===== config.mk =====
export PLATFORM = sky130hd
export DESIGN_NAME = morse_character_sequencer_flat
export DESIGN_NICKNAME = d
export VERILOG_FILES = /design/src/rtl/core/mcs_pkg.sv /design/src/rtl/core/mcs_if.sv /design/src/rtl/core/mcs_datapath.sv /design/src/rtl/core/mcs_controller.sv /design/src/rtl/core/morse_character_sequencer.sv /design/src/flat_wrapper.sv
export VERILOG_INCLUDE_DIRS = /design/src /design/src/rtl/core
export SDC_FILE = /design/constraint.sdc
export NUM_CORES = 1
export LEC_CHECK = 0
export BUFFER_PORTS_ARGS = -buffer_cell sky130_fd_sc_hd__buf_2
export CORE_MARGIN = 5
export CORE_UTILIZATION = 35
export DETAILED_ROUTE_END_ITERATION = 12
export PLACE_DENSITY = 0.52
export SYNTH_ARGS = -nofsm -noshare
export SYNTH_HDL_FRONTEND = slang
export SYNTH_SLANG_ARGS = --single-unit
export TNS_END_PERCENT = 100

===== constraint.sdc =====
create_clock -name clk -period 4.5 [get_ports clk]
set_clock_uncertainty 0.15 [all_clocks]
set_input_delay 0.225 -clock clk [delete_from_list [all_inputs] [get_ports clk]]
set_output_delay 0.225 -clock clk [all_outputs]
set_load 0.05 [all_outputs]

===== src/rtl/core/assert_macros.svh =====
// Assertion macros for the RTL file that carries checks.
`ifndef ASSERT_MACROS_SVH
`define ASSERT_MACROS_SVH

// Same-cycle implication, checked outside reset.
`define MCS_ASSERT_IMPL(label, clk, rst_n, ante, cons) \
    label: assert property (@(posedge clk) disable iff (!rst_n) (ante) |-> (cons)) \
        else $error("implication check failed");

// Next-cycle implication, checked outside reset.
`define MCS_ASSERT_NEXT(label, clk, rst_n, ante, cons) \
    label: assert property (@(posedge clk) disable iff (!rst_n) (ante) |=> (cons)) \
        else $error("next-cycle check failed");

`endif


===== src/rtl/core/mcs_pkg.sv =====
// Types, constants and the Morse lookup shared by the sequencer files.
package mcs_pkg;

    localparam int MAX_SYMBOLS_DEF = 5;

    localparam int CHAR_W   = 8;
    localparam int CFG_W    = 16;
    localparam int CFG_IDX_W = 2;
    localparam int TOG_W    = 9;
    localparam int HALF_W   = 16;
    localparam int WAIT_W   = 19;
    localparam int PAT_W    = 5;
    localparam int LEN_W    = 3;

    localparam logic [7:0]  TOGGLES_RESET = 8'd75;
    localparam logic [15:0] HALF_RESET    = 16'd500;
    localparam logic [15:0] GAP_RESET     = 16'd15000;

    localparam logic [CFG_IDX_W-1:0] CFG_TOGGLES = 2'd0;
    localparam logic [CFG_IDX_W-1:0] CFG_HALF    = 2'd1;
    localparam logic [CFG_IDX_W-1:0] CFG_GAP     = 2'd2;

    typedef enum logic [1:0] {
        KIND_TONE    = 2'd0,
        KIND_SILENCE = 2'd1,
        KIND_HOLD    = 2'd2
    } seg_kind_t;

    typedef enum logic [1:0] {
        LED_OFF    = 2'd0,
        LED_RED    = 2'd1,
        LED_YELLOW = 2'd2,
        LED_GREEN  = 2'd3
    } led_t;

    typedef enum logic [1:0] {
        SEL_TONE,
        SEL_SYM_GAP,
        SEL_CHAR_GAP,
        SEL_HOLD
    } seg_sel_t;

    typedef enum logic [2:0] {
        ST_IDLE,
        ST_TONE,
        ST_SYM_GAP,
        ST_CHAR_GAP,
        ST_HOLD
    } state_t;

    typedef struct packed {
        logic     load;
        logic     emit;
        seg_sel_t sel;
        logic     last;
        logic     next_sym;
    } cmd_t;

    typedef struct packed {
        logic in_has_sym;
        logic sym_more;
        logic eom;
        logic out_free;
    } status_t;

    typedef struct packed {
        logic             found;
        logic [LEN_W-1:0] len;
        logic [PAT_W-1:0] pat;
    } morse_entry_t;

    // {length, pattern}; pattern bit i is set when symbol i is a dash.
    localparam logic [7:0] MORSE_TABLE [0:35] = '{
        8'b010_00010, 8'b100_00001, 8'b100_00101, 8'b011_00001, 8'b001_00000,
        8'b100_00100, 8'b011_00011, 8'b100_00000, 8'b010_00000, 8'b100_01110,
        8'b011_00101, 8'b100_00010, 8'b010_00011, 8'b010_00001, 8'b011_00111,
        8'b100_00110, 8'b100_01011, 8'b011_00010, 8'b011_00000, 8'b001_00001,
        8'b011_00100, 8'b100_01000, 8'b011_00110, 8'b100_01001, 8'b100_01101,
        8'b100_00011,
        8'b101_11111, 8'b101_11110, 8'b101_11100, 8'b101_11000, 8'b101_10000,
        8'b101_00000, 8'b101_00001, 8'b101_00011, 8'b101_00111, 8'b101_01111
    };

    function automatic morse_entry_t char_to_morse(input logic [CHAR_W-1:0] ch);
        morse_entry_t e;
        logic [5:0]   idx;
        logic [7:0]   raw;
        e   = '0;
        idx = '0;
        if (ch inside {[8'h41:8'h5A]})
        begin
            idx     = 6'(ch - 8'h41);
            e.found = 1'b1;
        end
        else if (ch inside {[8'h61:8'h7A]})
        begin
            idx     = 6'(ch - 8'h61);
            e.found = 1'b1;
        end
        else if (ch inside {[8'h30:8'h39]})
        begin
            idx     = 6'(ch - 8'h30) + 6'd26;
            e.found = 1'b1;
        end
        raw = MORSE_TABLE[idx];
        if (e.found)
        begin
            e.len = raw[7:5];
            e.pat = raw[4:0];
        end
        return e;
    endfunction

endpackage


===== src/rtl/core/mcs_if.sv =====
// Valid/ready channels for characters in and playback segments out.
interface mcs_char_if;
    logic                        valid;
    logic                        ready;
    logic [mcs_pkg::CHAR_W-1:0]  char_code;
    logic                        end_of_message;

    modport source (output valid, output char_code, output end_of_message, input ready);
    modport sink   (input valid, input char_code, input end_of_message, output ready);
endinterface

interface mcs_seg_if;
    logic                        valid;
    logic                        ready;
    logic [1:0]                  segment_kind;
    logic [1:0]                  led_color;
    logic [mcs_pkg::TOG_W-1:0]   toggle_count;
    logic [mcs_pkg::HALF_W-1:0]  half_period;
    logic [mcs_pkg::WAIT_W-1:0]  wait_count;
    logic                        last_of_run;

    modport source (output valid, output segment_kind, output led_color,
                    output toggle_count, output half_period, output wait_count,
                    output last_of_run, input ready);
    modport sink   (input valid, input segment_kind, input led_color,
                    input toggle_count, input half_period, input wait_count,
                    input last_of_run, output ready);
endinterface


===== src/rtl/core/mcs_datapath.sv =====
// Datapath: config registers, character lookup, symbol walk and output register.
module mcs_datapath #(
    parameter int MAX_SYMBOLS = mcs_pkg::MAX_SYMBOLS_DEF
) (
    input  logic                            clk,
    input  logic                            rst_n,
    input  logic                            write_enable,
    input  logic [mcs_pkg::CFG_IDX_W-1:0]   write_index,
    input  logic [mcs_pkg::CFG_W-1:0]       write_data,
    input  logic [mcs_pkg::CHAR_W-1:0]      char_code,
    input  logic                            end_of_message,
    input  mcs_pkg::cmd_t                   cmd,
    output mcs_pkg::status_t                status,
    input  logic                            seg_ready,
    output logic                            seg_valid,
    output logic [1:0]                      segment_kind,
    output logic [1:0]                      led_color,
    output logic [mcs_pkg::TOG_W-1:0]       toggle_count,
    output logic [mcs_pkg::HALF_W-1:0]      half_period,
    output logic [mcs_pkg::WAIT_W-1:0]      wait_count,
    output logic                            last_of_run
);
    localparam int CNT_W = $clog2(MAX_SYMBOLS + 1);
    localparam int IDX_W = $clog2(MAX_SYMBOLS);

    logic [7:0]                 toggles_reg;
    logic [15:0]                half_reg;
    logic [15:0]                gap_reg;

    logic [MAX_SYMBOLS-1:0]     pat_reg;
    logic [CNT_W-1:0]           total_reg;
    logic [CNT_W-1:0]           idx_reg;
    logic                       eom_reg;

    logic                       valid_reg, valid_next;
    logic [1:0]                 kind_reg, kind_next;
    logic [1:0]                 led_reg, led_next;
    logic [mcs_pkg::TOG_W-1:0]  tog_reg, tog_next;
    logic [mcs_pkg::HALF_W-1:0] halfp_reg, halfp_next;
    logic [mcs_pkg::WAIT_W-1:0] wait_reg, wait_next;
    logic                       last_reg;

    mcs_pkg::morse_entry_t      entry;
    logic [CNT_W-1:0]           len_ext;
    logic [CNT_W-1:0]           total_new;
    logic                       dash;

    assign entry     = mcs_pkg::char_to_morse(char_code);
    assign len_ext   = CNT_W'(entry.len);
    assign total_new = (len_ext > CNT_W'(MAX_SYMBOLS)) ? CNT_W'(MAX_SYMBOLS) : len_ext;
    assign dash      = pat_reg[idx_reg[IDX_W-1:0]];

    assign status.in_has_sym = entry.found;
    assign status.sym_more   = (idx_reg + CNT_W'(1)) < total_reg;
    assign status.eom        = eom_reg;
    assign status.out_free   = !valid_reg || seg_ready;

    always_ff @(posedge clk or negedge rst_n)
    begin
        if (!rst_n)
        begin
            toggles_reg <= mcs_pkg::TOGGLES_RESET;
            half_reg    <= mcs_pkg::HALF_RESET;
            gap_reg     <= mcs_pkg::GAP_RESET;
        end
        else if (write_enable)
        begin
            case (write_index)
                mcs_pkg::CFG_TOGGLES: toggles_reg <= write_data[7:0];
                mcs_pkg::CFG_HALF:    half_reg    <= write_data;
                mcs_pkg::CFG_GAP:     gap_reg     <= write_data;
                default:              ;
            endcase
        end
    end

    always_ff @(posedge clk or negedge rst_n)
    begin
        if (!rst_n)
        begin
            pat_reg   <= '0;
            total_reg <= '0;
            idx_reg   <= '0;
            eom_reg   <= 1'b0;
        end
        else if (cmd.load)
        begin
            pat_reg   <= MAX_SYMBOLS'(entry.pat);
            total_reg <= total_new;
            idx_reg   <= '0;
            eom_reg   <= end_of_message;
        end
        else if (cmd.next_sym)
        begin
            idx_reg <= idx_reg + CNT_W'(1);
        end
    end

    always_comb
    begin
        kind_next  = mcs_pkg::KIND_SILENCE;
        led_next   = mcs_pkg::LED_OFF;
        tog_next   = '0;
        halfp_next = '0;
        wait_next  = '0;
        case (cmd.sel)
            mcs_pkg::SEL_TONE:
            begin
                kind_next  = mcs_pkg::KIND_TONE;
                led_next   = dash ? mcs_pkg::LED_YELLOW : mcs_pkg::LED_RED;
                tog_next   = dash ? {toggles_reg, 1'b0} : {1'b0, toggles_reg};
                halfp_next = half_reg;
            end
            mcs_pkg::SEL_SYM_GAP:  wait_next = {3'b000, gap_reg};
            mcs_pkg::SEL_CHAR_GAP: wait_next = {2'b00, gap_reg, 1'b0};
            mcs_pkg::SEL_HOLD:
            begin
                kind_next = mcs_pkg::KIND_HOLD;
                led_next  = mcs_pkg::LED_GREEN;
                wait_next = {gap_reg, 3'b000};
            end
            default: ;
        endcase
    end

    always_comb
    begin
        valid_next = valid_reg;
        if (cmd.emit)
            valid_next = 1'b1;
        else if (seg_ready)
            valid_next = 1'b0;
    end

    always_ff @(posedge clk or negedge rst_n)
    begin
        if (!rst_n)
            valid_reg <= 1'b0;
        else
            valid_reg <= valid_next;
    end

    always_ff @(posedge clk)
    begin
        if (cmd.emit)
        begin
            kind_reg  <= kind_next;
            led_reg   <= led_next;
            tog_reg   <= tog_next;
            halfp_reg <= halfp_next;
            wait_reg  <= wait_next;
            last_reg  <= cmd.last;
        end
    end

    assign seg_valid    = valid_reg;
    assign segment_kind = kind_reg;
    assign led_color    = led_reg;
    assign toggle_count = tog_reg;
    assign half_period  = halfp_reg;
    assign wait_count   = wait_reg;
    assign last_of_run  = last_reg;
endmodule


===== src/rtl/core/mcs_controller.sv =====
// Controller: walks one character through tone, gap and hold segments.
module mcs_controller (
    input  logic               clk,
    input  logic               rst_n,
    input  logic               in_valid,
    output logic               in_ready,
    input  mcs_pkg::status_t   status,
    output mcs_pkg::cmd_t      cmd
);
    mcs_pkg::state_t state_reg, state_next;

    always_ff @(posedge clk or negedge rst_n)
    begin
        if (!rst_n)
            state_reg <= mcs_pkg::ST_IDLE;
        else
            state_reg <= state_next;
    end

    always_comb
    begin
        state_next   = state_reg;
        in_ready     = 1'b0;
        cmd.load     = 1'b0;
        cmd.emit     = 1'b0;
        cmd.sel      = mcs_pkg::SEL_TONE;
        cmd.last     = 1'b0;
        cmd.next_sym = 1'b0;
        case (state_reg)
            mcs_pkg::ST_IDLE:
            begin
                in_ready = 1'b1;
                if (in_valid)
                begin
                    cmd.load   = 1'b1;
                    state_next = status.in_has_sym ? mcs_pkg::ST_TONE
                                                   : mcs_pkg::ST_CHAR_GAP;
                end
            end
            mcs_pkg::ST_TONE:
            begin
                cmd.sel = mcs_pkg::SEL_TONE;
                if (status.out_free)
                begin
                    cmd.emit   = 1'b1;
                    state_next = mcs_pkg::ST_SYM_GAP;
                end
            end
            mcs_pkg::ST_SYM_GAP:
            begin
                cmd.sel = mcs_pkg::SEL_SYM_GAP;
                if (status.out_free)
                begin
                    cmd.emit = 1'b1;
                    if (status.sym_more)
                    begin
                        cmd.next_sym = 1'b1;
                        state_next   = mcs_pkg::ST_TONE;
                    end
                    else
                        state_next = mcs_pkg::ST_CHAR_GAP;
                end
            end
            mcs_pkg::ST_CHAR_GAP:
            begin
                cmd.sel  = mcs_pkg::SEL_CHAR_GAP;
                cmd.last = !status.eom;
                if (status.out_free)
                begin
                    cmd.emit   = 1'b1;
                    state_next = status.eom ? mcs_pkg::ST_HOLD : mcs_pkg::ST_IDLE;
                end
            end
            mcs_pkg::ST_HOLD:
            begin
                cmd.sel  = mcs_pkg::SEL_HOLD;
                cmd.last = 1'b1;
                if (status.out_free)
                begin
                    cmd.emit   = 1'b1;
                    state_next = mcs_pkg::ST_IDLE;
                end
            end
            default: state_next = mcs_pkg::ST_IDLE;
        endcase
    end
endmodule


===== src/rtl/core/morse_character_sequencer.sv =====
// Top level of the Morse character sequencer: controller, datapath and checks.
`include "assert_macros.svh"

// Takes one ASCII character per word on char_in and plays it out as International
// Morse playback segments on seg_out. Letters of either case and digits are sent;
// any other code sends only the character gap. Each dot or dash gives a tone
// segment (red LED and toggles_per_unit toggles for a dot, yellow LED and twice
// that for a dash, each at the programmed half period) followed by a silence of
// unit_gap; then a silence of 2 * unit_gap ends the character, and with
// end_of_message set a green hold of 8 * unit_gap follows. last_of_run marks the
// final segment of a character. A character with S symbols makes 2*S+1 segments
// (one more with the hold). The single output register paces this: the
// controller issues one segment into it per cycle while the output register is
// free (seg_out is not stalling it), and the next character is accepted in the
// cycle after the last segment enters that register. Configuration (write_index 0
// toggles_per_unit, 1 the tone half period, 2 unit_gap; index 3 is dropped)
// must be written only while no character is in flight.
module morse_character_sequencer #(
    parameter int MAX_SYMBOLS = mcs_pkg::MAX_SYMBOLS_DEF
) (
    input  logic                           clk,
    input  logic                           rst_n,
    mcs_char_if.sink                       char_in,
    mcs_seg_if.source                      seg_out,
    input  logic                           write_enable,
    input  logic [mcs_pkg::CFG_IDX_W-1:0]  write_index,
    input  logic [mcs_pkg::CFG_W-1:0]      write_data
);
    // Command and status between the sequencing FSM and the datapath.
    mcs_pkg::cmd_t    cmd;
    mcs_pkg::status_t status;
    logic             in_ready;

    // Shorthand terms for the checks at the end.
    logic             char_take;
    logic             is_hold;
    logic             hold_ok;
    logic             is_tone;
    logic             tone_ok;

    mcs_controller u_ctrl (
        .clk      (clk),
        .rst_n    (rst_n),
        .in_valid (char_in.valid),
        .in_ready (in_ready),
        .status   (status),
        .cmd      (cmd)
    );

    // Ready comes only from the FSM being idle; the datapath holds the last
    // segment until seg_out takes it.
    assign char_in.ready = in_ready;

    mcs_datapath #(
        .MAX_SYMBOLS (MAX_SYMBOLS)
    ) u_dp (
        .clk            (clk),
        .rst_n          (rst_n),
        .write_enable   (write_enable),
        .write_index    (write_index),
        .write_data     (write_data),
        .char_code      (char_in.char_code),
        .end_of_message (char_in.end_of_message),
        .cmd            (cmd),
        .status         (status),
        .seg_ready      (seg_out.ready),
        .seg_valid      (seg_out.valid),
        .segment_kind   (seg_out.segment_kind),
        .led_color      (seg_out.led_color),
        .toggle_count   (seg_out.toggle_count),
        .half_period    (seg_out.half_period),
        .wait_count     (seg_out.wait_count),
        .last_of_run    (seg_out.last_of_run)
    );

    assign char_take = char_in.valid && char_in.ready;
    assign is_hold   = seg_out.valid && (seg_out.segment_kind == mcs_pkg::KIND_HOLD);
    assign hold_ok   = seg_out.last_of_run && (seg_out.led_color == mcs_pkg::LED_GREEN);
    assign is_tone   = seg_out.valid && (seg_out.segment_kind == mcs_pkg::KIND_TONE);
    assign tone_ok   = (seg_out.led_color inside {mcs_pkg::LED_RED, mcs_pkg::LED_YELLOW})
                       && (seg_out.wait_count == '0) && !seg_out.last_of_run;

    // A character always produces at least one segment, so the block is busy
    // the cycle after it takes a word.
    `MCS_ASSERT_NEXT(a_busy_after_accept, clk, rst_n, char_take, !char_in.ready)

    // The green hold is always the final segment of its character.
    `MCS_ASSERT_IMPL(a_hold_is_last, clk, rst_n, is_hold, hold_ok)

    // Tone segments light red or yellow and carry no wait count.
    `MCS_ASSERT_IMPL(a_tone_fields, clk, rst_n, is_tone, tone_ok)

    // The FSM never issues a segment while a stalled one still sits in the register.
    `MCS_ASSERT_IMPL(a_no_overwrite, clk, rst_n, cmd.emit, status.out_free)
endmodule


===== src/flat_wrapper.sv =====
// flat-port wrapper written by rule: the top's interface ports become plain ports
module morse_character_sequencer_flat 
#(
    parameter int MAX_SYMBOLS = mcs_pkg::MAX_SYMBOLS_DEF
)
  (clk, rst_n, write_enable, write_index, write_data, char_in_valid, char_in_char_code, char_in_end_of_message, char_in_ready, seg_out_valid, seg_out_segment_kind, seg_out_led_color, seg_out_toggle_count, seg_out_half_period, seg_out_wait_count, seg_out_last_of_run, seg_out_ready);
  mcs_char_if char_in_i ();
  mcs_seg_if seg_out_i ();
  input  logic clk;
  input  logic rst_n;
  input  logic write_enable;
  input  logic [mcs_pkg::CFG_IDX_W-1:0] write_index;
  input  logic [mcs_pkg::CFG_W-1:0] write_data;
  input wire logic [$bits(char_in_i.valid)-1:0] char_in_valid;
  input wire logic [$bits(char_in_i.char_code)-1:0] char_in_char_code;
  input wire logic [$bits(char_in_i.end_of_message)-1:0] char_in_end_of_message;
  output wire logic [$bits(char_in_i.ready)-1:0] char_in_ready;
  output wire logic [$bits(seg_out_i.valid)-1:0] seg_out_valid;
  output wire logic [$bits(seg_out_i.segment_kind)-1:0] seg_out_segment_kind;
  output wire logic [$bits(seg_out_i.led_color)-1:0] seg_out_led_color;
  output wire logic [$bits(seg_out_i.toggle_count)-1:0] seg_out_toggle_count;
  output wire logic [$bits(seg_out_i.half_period)-1:0] seg_out_half_period;
  output wire logic [$bits(seg_out_i.wait_count)-1:0] seg_out_wait_count;
  output wire logic [$bits(seg_out_i.last_of_run)-1:0] seg_out_last_of_run;
  input wire logic [$bits(seg_out_i.ready)-1:0] seg_out_ready;
  assign char_in_i.valid = char_in_valid;
  assign char_in_i.char_code = char_in_char_code;
  assign char_in_i.end_of_message = char_in_end_of_message;
  assign char_in_ready = char_in_i.ready;
  assign seg_out_valid = seg_out_i.valid;
  assign seg_out_segment_kind = seg_out_i.segment_kind;
  assign seg_out_led_color = seg_out_i.led_color;
  assign seg_out_toggle_count = seg_out_i.toggle_count;
  assign seg_out_half_period = seg_out_i.half_period;
  assign seg_out_wait_count = seg_out_i.wait_count;
  assign seg_out_last_of_run = seg_out_i.last_of_run;
  assign seg_out_i.ready = seg_out_ready;
  morse_character_sequencer #(.MAX_SYMBOLS(MAX_SYMBOLS)) u_core (.clk(clk), .rst_n(rst_n), .char_in(char_in_i), .seg_out(seg_out_i), .write_enable(write_enable), .write_index(write_index), .write_data(write_data));
endmodule

After elaboration in Yosys (flattened, before gate mapping)
Memories as Yosys holds them, arrays and structs flattened.
Cells that the tools add are included.

cells by class
  add/subtract/negate cells = 5
  $lt $le $gt $ge = 10
  eq/ne operators = 14
  muxes and demuxes = 39
  bitwise gates (word level) = 2
  reductions and logical operators = 17

operators by type and width
  operator               count
  $pmux W19 S3           1
  $mux W8                4
  $mux W3                9
  $mux W6                3
  $ge A8 B7 Y1 const B   2
  $le A8 B7 Y1 const B   2
  $pmux W3 S5            1
  $mux W1                13
  $pmux W3 S4            1
  $sub A6 B6 Y6 const B  2
  $ge A8 B6 Y1 const B   1
  $le A8 B6 Y1 const B   1
  $ne A2 B1 Y1 const B   4
  $pmux W2 S2            2
  $reduce_and A2 Y1      4
  $ge A7 B7 Y1 const B   1
  $not A6 Y7             1
  $add A6 B5 Y6 const B  1
  $eq A2 B2 Y1 const B   3
  $eq A3 B2 Y1 const B   2
  $mux W2                3
  $sub A6 B1 Y6 const B  1
  $reduce_and A5 Y1      1
  $eq A2 B1 Y1 const B   2
  17 further kinds       22

storage, ports and cells
  register bits = 105
  ROM bits = 512
  input bits = 32
  output and inout bits = 51
  logic and storage cells = 105
  memories = 1

memories
  memory           words  bits a word  rd ports  clocked after memory_dff  wr ports  line            text
  (no name shown)  64     8            1         0                         0         mcs_pkg.sv:105  raw = MORSE_TABLE[idx];

Logic depth before layout (Yosys ltp)
Gate-level depths: netlist of the first run.

  depth after elaboration = 12
  mapped depth = 12
  gate-level depth less buffers = 12

By module
A second synthesis of the first run with hierarchy kept.

second synthesis, totals
  cell total of the unflattened synthesis = 426
  area total of the unflattened synthesis = 5402.7 um^2

by module, submodules not included
  module          times used  cells an instance  area an instance (um^2)  seq. area each (um^2)
  mcs_datapath    1           396                5137.4                   2819.0
  mcs_controller  1           30                 265.3                    75.1

Worst setup path before layout of the first run
No wires, ideal clock.

  kind = reg2reg
  from = reg u_core.u_ctrl.state_reg[0]
  to = reg u_core.u_dp.halfp_reg, in the netlist u_core.u_dp.half_period[0], enable pin
  setup time = 0.456 ns
  arrival time = 2.908 ns
  data required time = 3.894 ns
  path slack = 0.986 ns
  cell stages (with the launch flop) = 5
  path buffers = 1
  clock period less this slack = 3.514 ns
  cell sequence = dfrtp_1 clkbuf_1 nor2_1 xor2_1 nor2_1

RTL lines
  what                    line                  text
  start, declared         mcs_controller.sv:10  mcs_pkg::state_t state_reg, state_next;
  start signal, assigned  mcs_controller.sv:15  state_reg <= mcs_pkg::ST_IDLE;
  start signal, assigned  mcs_controller.sv:17  state_reg <= state_next;
  end signal, assigned    mcs_datapath.sv:150   halfp_reg <= halfp_next;
  end, declared           mcs_datapath.sv:39    logic [mcs_pkg::HALF_W-1:0] halfp_reg, halfp_next;

Worst setup path in the final report of the first run
  from = in char_in_char_code[1]
  to = reg u_core.u_dp.total_reg[0]

on the way
  longest elaborated chain between the ends = 12
  elaborated cells between the ends (all ways) = 26
  those cells by class = 4 x add/sub; 7 x order compare; 10 x mux; 1 x bitwise; 3 x reduce/logical; 1 x memory

RTL lines
  what                                                         line                            text
  start, declared                                              flat_wrapper.sv:15              input wire logic [$bits(char_in_i.char_code)-1:0] char_in_char_code;
  $sub A6 B6 Y6, or another cell as far along                  mcs_pkg.sv:102                  idx = 6'(ch - 8'h30) + 6'd26;
  $add A6 B5 Y6 / $logic_and A1 B1 Y1 (equally long branches)  mcs_pkg.sv:102, mcs_pkg.sv:100
  $mux W6                                                      mcs_pkg.sv:100                  else if (ch inside {[8'h30:8'h39]})
  $mux W6                                                      mcs_pkg.sv:95                   else if (ch inside {[8'h61:8'h7A]})
  $mux W6                                                      mcs_pkg.sv:90                   if (ch inside {[8'h41:8'h5A]})
  $not A6 Y7 (not written as such)                             mcs_pkg.sv:105
  $mem_v2 Z64 W8                                               -
  $mux W8 (not written as such) (2 in series)                  mcs_pkg.sv:105
  $mux W8 (*)                                                  mcs_pkg.sv:106                  if (e.found)
  $gt A3 B3 Y1                                                 mcs_datapath.sv:50              assign total_new = (len_ext > CNT_W'(MAX_SYMBOLS)) ? CNT_W'(MAX_SYMBOLS) : len_ext;
  $mux W3 (*)                                                  mcs_datapath.sv:50
  end signal, assigned                                         mcs_datapath.sv:89              total_reg <= total_new;
  end, declared                                                mcs_datapath.sv:31              logic [CNT_W-1:0] total_reg;

Every way passes the cells marked *; elsewhere a longest branch is shown, timed or not. The select of a mux whose other input is x is not followed.
A chain may end at the register's enable or synchronous reset.

==> results.sh, run 1 <==
export IMPL_fin_tns_setup_ns=0
export IMPL_num_antenna_cells=0
export IMPL_grt_pass1_wl_mm=20.22
export IMPL_holdPathEnd="u_core.u_dp.toggles_reg[4]"
export IMPL_pwr_share_clk_pct=19.7
export IMPL_crit_fanout=12
export IMPL_rr_startpoint="u_core.u_dp.idx_reg[0]"
export IMPL_antenna_left=0
export IMPL_clock_path_buffers=2
export IMPL_syn_area_sq_um=5331
export IMPL_yosysUniqueCellTypes=72
export IMPL_total_power_w=0.004545
export IMPL_slew_violations=0
export IMPL_synth_cells=441
export IMPL_arrival_ns=3.30
export IMPL_critical_path_class="input pin to flip-flop"
export IMPL_finalNetCount=577
export IMPL_grt_pass1_vias=3768
export IMPL_largest_reg_flops=19
export IMPL_worst_pin_slew_ns=1.220
export IMPL_grt_max_degree=57
export IMPL_crit_path_top_delay_cell="a32oi_2"
export IMPL_fill_cells=1418
export IMPL_synth_edf_count=49
export IMPL_status="complete, no violations"
export IMPL_power_internal_w=0.002578
export IMPL_drtIter0Drc=200
export IMPL_final_common_cell="buf_2"
export IMPL_synthesis_nets=488
export IMPL_startpoint_type="input pin"
export IMPL_clkTransAtPathRegs_ns=0.07
export IMPL_wirelength_mm=12.41
export IMPL_drive_gt1_share_pct=33.27
export IMPL_worstPathRequired_ns=4.53
export IMPL_die_area_sq_um=17800
export IMPL_whs_path_depth=2
export IMPL_routed_via_density=5.196
export IMPL_max_freq_mhz=305.9
export IMPL_cts_resized=0
export IMPL_drt_wirelength_per_cell_um=17.16
export IMPL_start_util_pct=35.33
export IMPL_final_hold_viol_count=0
export IMPL_p_leak_nw=2.716
export IMPL_core_sq_um=15090
export IMPL_place_area_sq_um=5941
export IMPL_antenna_found_initial=0
export IMPL_finalWeightedCongestion=0.8329
export IMPL_r2r_slack_ns=1.83
export IMPL_min_delay_start="write_data[4]"
export IMPL_rsz0062_at_grt="false"
export IMPL_fin_crit_sh_pct=72.65
export IMPL_final_area_sq_um=6385
export IMPL_sequentialPowerShare_pct=36.5
export IMPL_cts_htree_levels=3
export IMPL_firstDrtPassIters=4
export IMPL_yosys_register_bits=105
export IMPL_endpoint_kind="flip-flop"
export IMPL_combPwrFrac_pct=43.8
export IMPL_r2r_end="u_core.u_dp.toggle_count[7]"
export IMPL_cts_sinks=105
export IMPL_gr_usage_all_layers_pct=14.18
export IMPL_crit_path_max_incr_delay_ns=0.56
export IMPL_die_height_um=133.4
export IMPL_p_sw_w=0.001967
export IMPL_portBuffers=82
export IMPL_clk_latency_ns=0.34
export IMPL_setup_violations_final=0
export IMPL_async_flop_share_pct=53.33
export IMPL_hp_class="input pin to flip-flop"
export IMPL_die_w_um=133.4
export IMPL_critical_path_cell_chain="buf_2, inv_1, ha_1, nor3b_2, nand2_2, a32oi_2, inv_1, ha_1, nor2_1, nor2_1, or3_1, o2111ai_1, a41oi_1"
export IMPL_drc=0
export IMPL_grt_remaining_overflow=0
export IMPL_max_slew_margin_pct=16.34
export IMPL_worst_r2r_cell_count=4
export IMPL_cts_made_buffers=9
export IMPL_mostFrequentLayoutCells="buf_2 (82), edfxtp_1 (49), mux2_2 (40), dfrtp_1 (39), nor2_1 (38)"
export IMPL_power_density_nw_per_um2=711.9
export IMPL_period_needed_ns=3.269
export IMPL_cap_violations=0
export IMPL_yosysWarningCount=0
export IMPL_p_sw_share_pct=43.27
export IMPL_synthFlopType="edfxtp_1"
export IMPL_ir_worst_vdd_mv=0.2639
export IMPL_placementRows=45
export IMPL_cts_setup_buffers=0
export IMPL_via_count=3757
export IMPL_area_growth_pct=19.76
export IMPL_avgSynthCellArea_sq_um=12.09
export IMPL_multi_input_area_sq_um=2303
export IMPL_cts_tree="done"
export IMPL_hpwl_mm=8.737
export IMPL_regArea_sq_um=2894
export IMPL_ctsHoldBuffers=10
export IMPL_ioPinCount=83
export IMPL_whs_ns=0.01247
export IMPL_seq_area_frac_synth_pct=54.28
export IMPL_root_buffer="clkbuf_16"
## layer usage
metal	part of all wire [%]	global-route usage (%)	vias to the layer above
met2	47	22.91	61
li1	-	-	1815
met3	3.7	2.757	10
met4	0.93	3.771	0
met5	0	0	-
met1	49	19.60	1871
## worst max path at each step
stage,start,to,slack [ns],cells past startpoint
final,char_in_char_code[1],u_core.u_dp.total_reg[0],1.23,13
after global routing,char_in_char_code[1],u_core.u_dp.pat_reg[1],0.93,12
after CTS,char_in_char_code[1],u_core.u_dp.total_reg[0],1.29,13
after detailed placement,char_in_char_code[1],u_core.u_dp.total_reg[0],0.93,13
after global placement,char_in_char_code[1],u_core.u_dp.total_reg[0],1.04,13
after floorplan,u_core.u_ctrl.state_reg[0],u_core.u_dp.half_period[0],0.99,4
## logic make-up (layout without fill, tap and decap cells)
family | count (synthesis) | in the layout | share of synthesized area (%)
and+or+nand+nor | 134 | 134 | 12.79
DFF | 105 | 105 | 54.28
AOI/OAI and AO/OA | 83 | 83 | 12.27
muxes | 66 | 66 | 13.66
buffers and inverters | 33 | 127 | 2.652
adders and majority gates | 15 | 15 | 3.520
xor gates and xnor gates | 5 | 5 | 0.8216
## synth_stat cells (12+ instances only)
| library cell | count | area share, % |
|---|---|---|
| mux2_2 | 40 | 8.4 |
| edfxtp_1 | 49 | 28 |
| nand2_1 | 35 | 2.5 |
| dfrtp_1 | 39 | 18 |
| dfstp_2 | 17 | 8.4 |
| nor2_1 | 39 | 2.7 |
| clkbuf_1 | 14 | 0.99 |
| ha_1 | 15 | 3.5 |
| inv_1 | 12 | 0.84 |
| o21ai_0 | 25 | 2.3 |
| and3_1 | 20 | 2.3 |
| mux2i_1 | 24 | 4.5 |
## worst max-delay path, delay by kind of cell
| family | cells | cell delay (ns) |
|---|---|---|
| buffers and inverters | 3 | 0.50 |
| adders and majority gates | 2 | 0.62 |
| and+or+nand+nor | 5 | 1.11 |
| AOI/OAI and AO/OA | 3 | 0.84 |
## cell type report
cell class | count | area share (%)
Sequential cell | 105 | 45.33
Timing Repair Buffer | 99 | 8.818
Tap cell | 188 | 3.684
Inverter | 12 | 0.7055
Clock buffer | 10 | 3.586
Multi-Input combinational cell | 303 | 36.08
Clock inverter | 6 | 1.803
## through the flow
| stage | setup slack [ns] | std cells | util (%) |
|---|---|---|---|
| global route | 0.9264 | 723 | 42.31 |
| finish | 1.231 | 723 | 42.31 |
| CTS | 1.288 | 723 | 42.31 |
| detailed placement | 0.9343 | 697 | 39.37 |
| floorplan | 0.9864 | 441 | - |
| global placement | 1.042 | 697 | 39.37 |
## power by group through the flow
stage               clock network (W)  logic [W]  registers [W]
global route                 0.000952    0.00215        0.00171
global placement                    0    0.00201        0.00168
floorplan                           0   0.000733        0.00248
CTS                          0.000920    0.00202        0.00167
detailed placement                  0    0.00201        0.00169
finish                       0.000895    0.00199        0.00166
No activity file was read; power rests on OpenSTA's default activity.
==> run 2, diff against run 1 <==
==> constraint.sdc (replaced) <==
create_clock -name clk -period 3.3 [get_ports clk]
set_clock_uncertainty 0.15 [all_clocks]
set_input_delay 0.165 -clock clk [delete_from_list [all_inputs] [get_ports clk]]
set_output_delay 0.165 -clock clk [all_outputs]
set_load 0.05 [all_outputs]
==> results.sh, run 2 (synthesis gave the netlist of run 1 again) <==
export IMPL_status="complete, no violations"
export IMPL_grt_pass1_wl_mm=20.89
export IMPL_r2r_end="u_core.u_dp.idx_reg[2]"
export IMPL_ir_worst_vdd_mv=0.3258
export IMPL_grt_max_degree=50
export IMPL_worstPathRequired_ns=3.41
export IMPL_startpoint_type="input pin"
export IMPL_cts_setup_buffers=0
export IMPL_cts_htree_levels=3
export IMPL_gr_usage_all_layers_pct=14.49
export IMPL_holdPathEnd="u_core.u_dp.seg_valid"
export IMPL_clk_latency_ns=0.34
export IMPL_final_common_cell="buf_2"
export IMPL_finalWeightedCongestion=0.8299
export IMPL_root_buffer="clkbuf_16"
export IMPL_fill_cells=1432
export IMPL_arrival_ns=3.05
export IMPL_min_delay_start="seg_out_ready"
export IMPL_grt_pass1_vias=4001
export IMPL_clkTransAtPathRegs_ns=0.06
export IMPL_routed_via_density=5.263
export IMPL_rr_startpoint="u_core.u_dp.idx_reg[0]"
export IMPL_critical_path_class="input pin to flip-flop"
export IMPL_die_height_um=133.4
export IMPL_placementRows=45
export IMPL_final_hold_viol_count=0
export IMPL_fin_crit_sh_pct=89.20
export IMPL_num_antenna_cells=0
export IMPL_hp_class="input pin to flip-flop"
export IMPL_finalNetCount=591
export IMPL_max_slew_margin_pct=37.78
export IMPL_drt_wirelength_per_cell_um=16.87
export IMPL_drtIter0Drc=228
export IMPL_endpoint_kind="flip-flop"
export IMPL_period_needed_ns=2.943
export IMPL_die_w_um=133.4
export IMPL_antenna_left=0
export IMPL_cts_tree="done"
export IMPL_slew_violations=0
export IMPL_antenna_found_initial=0
export IMPL_cts_sinks=105
export IMPL_power_density_nw_per_um2=937.0
export IMPL_die_area_sq_um=17800
export IMPL_setup_violations_final=0
export IMPL_whs_path_depth=3
export IMPL_area_growth_pct=21.36
export IMPL_rsz0062_at_grt="false"
export IMPL_grt_remaining_overflow=0
export IMPL_max_freq_mhz=339.7
export IMPL_wirelength_mm=12.43
export IMPL_hpwl_mm=8.885
export IMPL_portBuffers=82
export IMPL_via_count=3879
export IMPL_worst_r2r_cell_count=9
export IMPL_crit_fanout=6
export IMPL_ioPinCount=83
export IMPL_firstDrtPassIters=4
export IMPL_r2r_slack_ns=0.76
export IMPL_cap_violations=0
export IMPL_drive_gt1_share_pct=33.33
export IMPL_mostFrequentLayoutCells="buf_2 (82), edfxtp_1 (49), mux2_2 (40), dfrtp_1 (39), nor2_1 (38)"
export IMPL_clock_path_buffers=2
export IMPL_whs_ns=0.08779
export IMPL_p_leak_nw=2.742
export IMPL_core_sq_um=15090
export IMPL_start_util_pct=35.33
export IMPL_fin_tns_setup_ns=0
export IMPL_cts_made_buffers=9
export IMPL_largest_reg_flops=19
export IMPL_drc=0
export IMPL_worst_pin_slew_ns=0.9305
-- run 2: changes by cell type in the layout (fill, tap and decap cells not counted) --
cell / previous run / this run
clkinvlp_4: 0 / 3
clkinv_2: 1 / 0
ha_2: 0 / 1
buf_4: 7 / 12
dlygate4sd3_1: 10 / 19
clkbuf_1: 1 / 2
clkinv_4: 1 / 0
inv_8: 1 / 0
bufinv_16: 3 / 1
ha_1: 15 / 14
clkbuf_8: 0 / 1
-- run 2: per-layer routing --
layer	vias up	wire length, um	GRT usage [%]
li1	1847	-	-
met1	1935	5900	20.12
met2	81	5839	23.17
met3	16	558	2.908
met4	0	132	4.057
met5	-	0	0
-- run 2: stage by stage --
step | total power, W | cells | cell area (sq um) | util, % | setup slack, ns
detailed placement | 0.005044 | 702 | 5978 | 39.62 | -0.0003804
floorplan | 0.004378 | 441 | 5334 | - | 0.4045
CTS | 0.006138 | 737 | 6467 | 42.86 | 0.3530
global placement | 0.005021 | 702 | 5978 | 39.62 | 0.03531
finish | 0.006062 | 737 | 6470 | 42.88 | 0.3565
global route | 0.006432 | 737 | 6470 | 42.88 | 0.01545
-- run 2: worst max path at each step --
| stage | from | end | slack, ns | depth (start not counted) |
|---|---|---|---|---|
| after floorplan | char_in_char_code[1] | u_core.u_dp.total_reg[2] | 0.40 | 11 |
| after global placement | char_in_char_code[1] | u_core.u_dp.total_reg[0] | 0.04 | 12 |
| after detailed placement | char_in_char_code[1] | u_core.u_dp.total_reg[0] | -0.0004 | 12 |
| after CTS | char_in_char_code[1] | u_core.u_dp.total_reg[0] | 0.35 | 12 |
| after global routing | char_in_char_code[1] | u_core.u_dp.total_reg[0] | 0.02 | 12 |
| final | char_in_char_code[1] | u_core.u_dp.total_reg[0] | 0.36 | 12 |
-- run 2: repair_timing --
item	in CTS	in global routing
hold endpoints to repair	66	0
hold buffers	19	0
endpoints found under the setup margin	0	1
resized for setup	0	1
-- run 2: critical path: stages --
cell,delay [ns]
buf_2,0.13
inv_1,0.16
ha_1,0.27
nor3b_2,0.31
nand2_2,0.18
a32o_1,0.37
ha_1,0.39
nor2_1,0.16
a2111oi_2,0.06
a211oi_1,0.42
o2111ai_1,0.19
a41oi_1,0.23
-- run 2: area by class of cell --
cell class	count	area, sq um	share of cell area, %
flip-flops and latches	105	2894	44.73
well taps	188	235.2	3.636
repair buffers	113	690.7	10.67
multi-input cells	303	2306	35.64
clock buffers	12	246.5	3.810
inverters	12	45.04	0.6962
clock inverters	4	52.55	0.8122
-- run 2: where the power goes --
| group | internal (W) | total (W) | switching (W) | leakage, nW |
|---|---|---|---|---|
| clock | 0.000610 | 0.00106 | 0.000454 | 0.135 |
| sequential | 0.00205 | 0.00227 | 0.000224 | 1.15 |
| combinational | 0.000736 | 0.00272 | 0.00199 | 1.46 |
==> run 3, diff against run 2 <==
--- a/config.mk
+++ b/config.mk
@@ -9,7 +9,9 @@
 export BUFFER_PORTS_ARGS = -buffer_cell sky130_fd_sc_hd__buf_2
 export CORE_MARGIN = 5
 export CORE_UTILIZATION = 35
+export CTS_BUF_LIST = sky130_fd_sc_hd__clkbuf_8
 export DETAILED_ROUTE_END_ITERATION = 12
+export GPL_ROUTABILITY_DRIVEN = 1
 export PLACE_DENSITY = 0.52
 export SYNTH_ARGS = -nofsm -noshare
 export SYNTH_HDL_FRONTEND = slang
==> results.sh, run 3 (synthesis gave the netlist of run 1 again) <==
export IMPL_status="complete, no violations"
export IMPL_drt_wirelength_per_cell_um=16.94
export IMPL_drc=0
export IMPL_fill_cells=1440
export IMPL_setup_violations_final=0
export IMPL_fin_crit_sh_pct=89.58
export IMPL_root_buffer="clkbuf_8"
export IMPL_rsz0062_at_grt="false"
export IMPL_clock_path_buffers=2
export IMPL_grt_remaining_overflow=0
export IMPL_clkTransAtPathRegs_ns=0.09
export IMPL_drtIter0Drc=210
export IMPL_mostFrequentLayoutCells="buf_2 (82), edfxtp_1 (49), mux2_2 (40), dfrtp_1 (39), nor2_1 (38)"
export IMPL_fin_ws_ns=0.3440
export IMPL_grt_max_degree=50
export IMPL_cap_violations=0
export IMPL_via_count=3887
export IMPL_portBuffers=82
export IMPL_die_height_um=133.4
export IMPL_ir_worst_vdd_mv=0.3152
export IMPL_min_delay_start="seg_out_ready"
export IMPL_hpwl_mm=8.885
export IMPL_routed_via_density=5.274
export IMPL_placementRows=45
export IMPL_finalWeightedCongestion=0.8299
export IMPL_max_freq_mhz=338.3
export IMPL_ioPinCount=83
export IMPL_startpoint_type="input pin"
export IMPL_num_antenna_cells=0
export IMPL_antenna_found_initial=0
export IMPL_whs_ns=0.05803
export IMPL_cts_sinks=105
export IMPL_endpoint_kind="flip-flop"
export IMPL_max_slew_margin_pct=36.99
export IMPL_grt_pass1_wl_mm=20.89
export IMPL_firstDrtPassIters=4
export IMPL_worst_r2r_cell_count=9
export IMPL_arrival_ns=3.08
export IMPL_grt_pass1_vias=4001
export IMPL_die_area_sq_um=17800
export IMPL_die_w_um=133.4
export IMPL_place_area_sq_um=5978
export IMPL_final_area_sq_um=6366
export IMPL_worst_pin_slew_ns=0.9423
export IMPL_cts_htree_levels=3
export IMPL_worstPathRequired_ns=3.43
export IMPL_power_density_nw_per_um2=908.8
export IMPL_area_growth_pct=19.41
export IMPL_antenna_left=0
export IMPL_slew_violations=0
export IMPL_cts_setup_buffers=0
export IMPL_core_sq_um=15090
export IMPL_dp_slack_ns=-0.0003804
export IMPL_cts_tree="done"
export IMPL_rr_startpoint="u_core.u_dp.idx_reg[0]"
export IMPL_critical_path_class="input pin to flip-flop"
export IMPL_drive_gt1_share_pct=33.15
export IMPL_period_needed_ns=2.956
export IMPL_clk_latency_ns=0.36
export IMPL_hp_class="input pin to flip-flop"
export IMPL_final_common_cell="buf_2"
export IMPL_wirelength_mm=12.49
export IMPL_startpoint="char_in_char_code[1]"
export IMPL_crit_fanout=8
export IMPL_gr_usage_all_layers_pct=14.45
export IMPL_p_leak_nw=2.706
export IMPL_largest_reg_flops=19
export IMPL_finalNetCount=591
export IMPL_start_util_pct=35.33
export IMPL_final_hold_viol_count=0
export IMPL_whs_path_depth=3
export IMPL_cts_made_buffers=9
==> run 3: critical path, stage by stage <==
cell and delay, ns:
buf_2 0.14, inv_1 0.16, ha_1 0.27, nor3b_2 0.31, nand2_2 0.18, a32o_1 0.37
inv_1 0.23, ha_1 0.33, and2_1 0.15, a2111oi_0 0.05, nor3b_1 0.32, o2111ai_1 0.16
a41oi_1 0.23
==> run 3: power breakdown <==
part	switching, W	internal (W)	leakage (nW)
combinational	0.00199	0.000736	1.46
sequential	0.000222	0.00205	1.15
clock	0.000426	0.000366	0.0971
total	0.00264	0.00315	2.71
==> run 3: layer usage <==
layer | track usage [%] | share of wire, %
met5 | 0 | 0
met4 | 4.057 | 1.3
met3 | 2.795 | 4.6
met2 | 23.50 | 48
met1 | 19.79 | 47
==> run 3: path summary, 6_finish.rpt <==
path	to	slack (ns)
worst min register to register	u_core.u_dp.pat_reg[4]	0.34
worst min-delay path	u_core.u_dp.seg_valid	0.06
worst max register to register	u_core.u_dp.idx_reg[2]	0.76
worst max-delay path	u_core.u_dp.total_reg[0]	0.34
min in group asynchronous	u_core.u_dp.gap_reg[6]	0.26
max in group asynchronous	u_core.u_dp.half_reg[4]	1.86
==> run 3: timing repair <==
item / CTS / global route
hold endpoints to repair: 66 / 0
resized for setup: 0 / 0
hold buffers: 19 / 0
==> run 3: cell type report <==
| cell class | count | area, sq um | area share, % |
|---|---|---|---|
| clock inverters | 6 | 60.06 | 0.9434 |
| flip-flops and latches | 105 | 2894 | 45.46 |
| well taps | 188 | 235.2 | 3.695 |
| inverters | 12 | 45.04 | 0.7075 |
| clock buffers | 10 | 137.6 | 2.162 |
| repair buffers | 113 | 690.7 | 10.85 |
| multi-input cells | 303 | 2303 | 36.18 |
==> run 3: metrics by stage <==
step / cells / setup TNS [ns] / util, % / total power, W
final: 737 / 0 / 42.19 / 0.005785
after global routing: 737 / 0 / 42.19 / 0.006146
after floorplan: 441 / 0 / - / 0.004378
after global placement: 702 / 0 / 39.62 / 0.005021
after detailed placement: 702 / -0.0003804 / 39.62 / 0.005044
after CTS: 737 / 0 / 42.19 / 0.005859
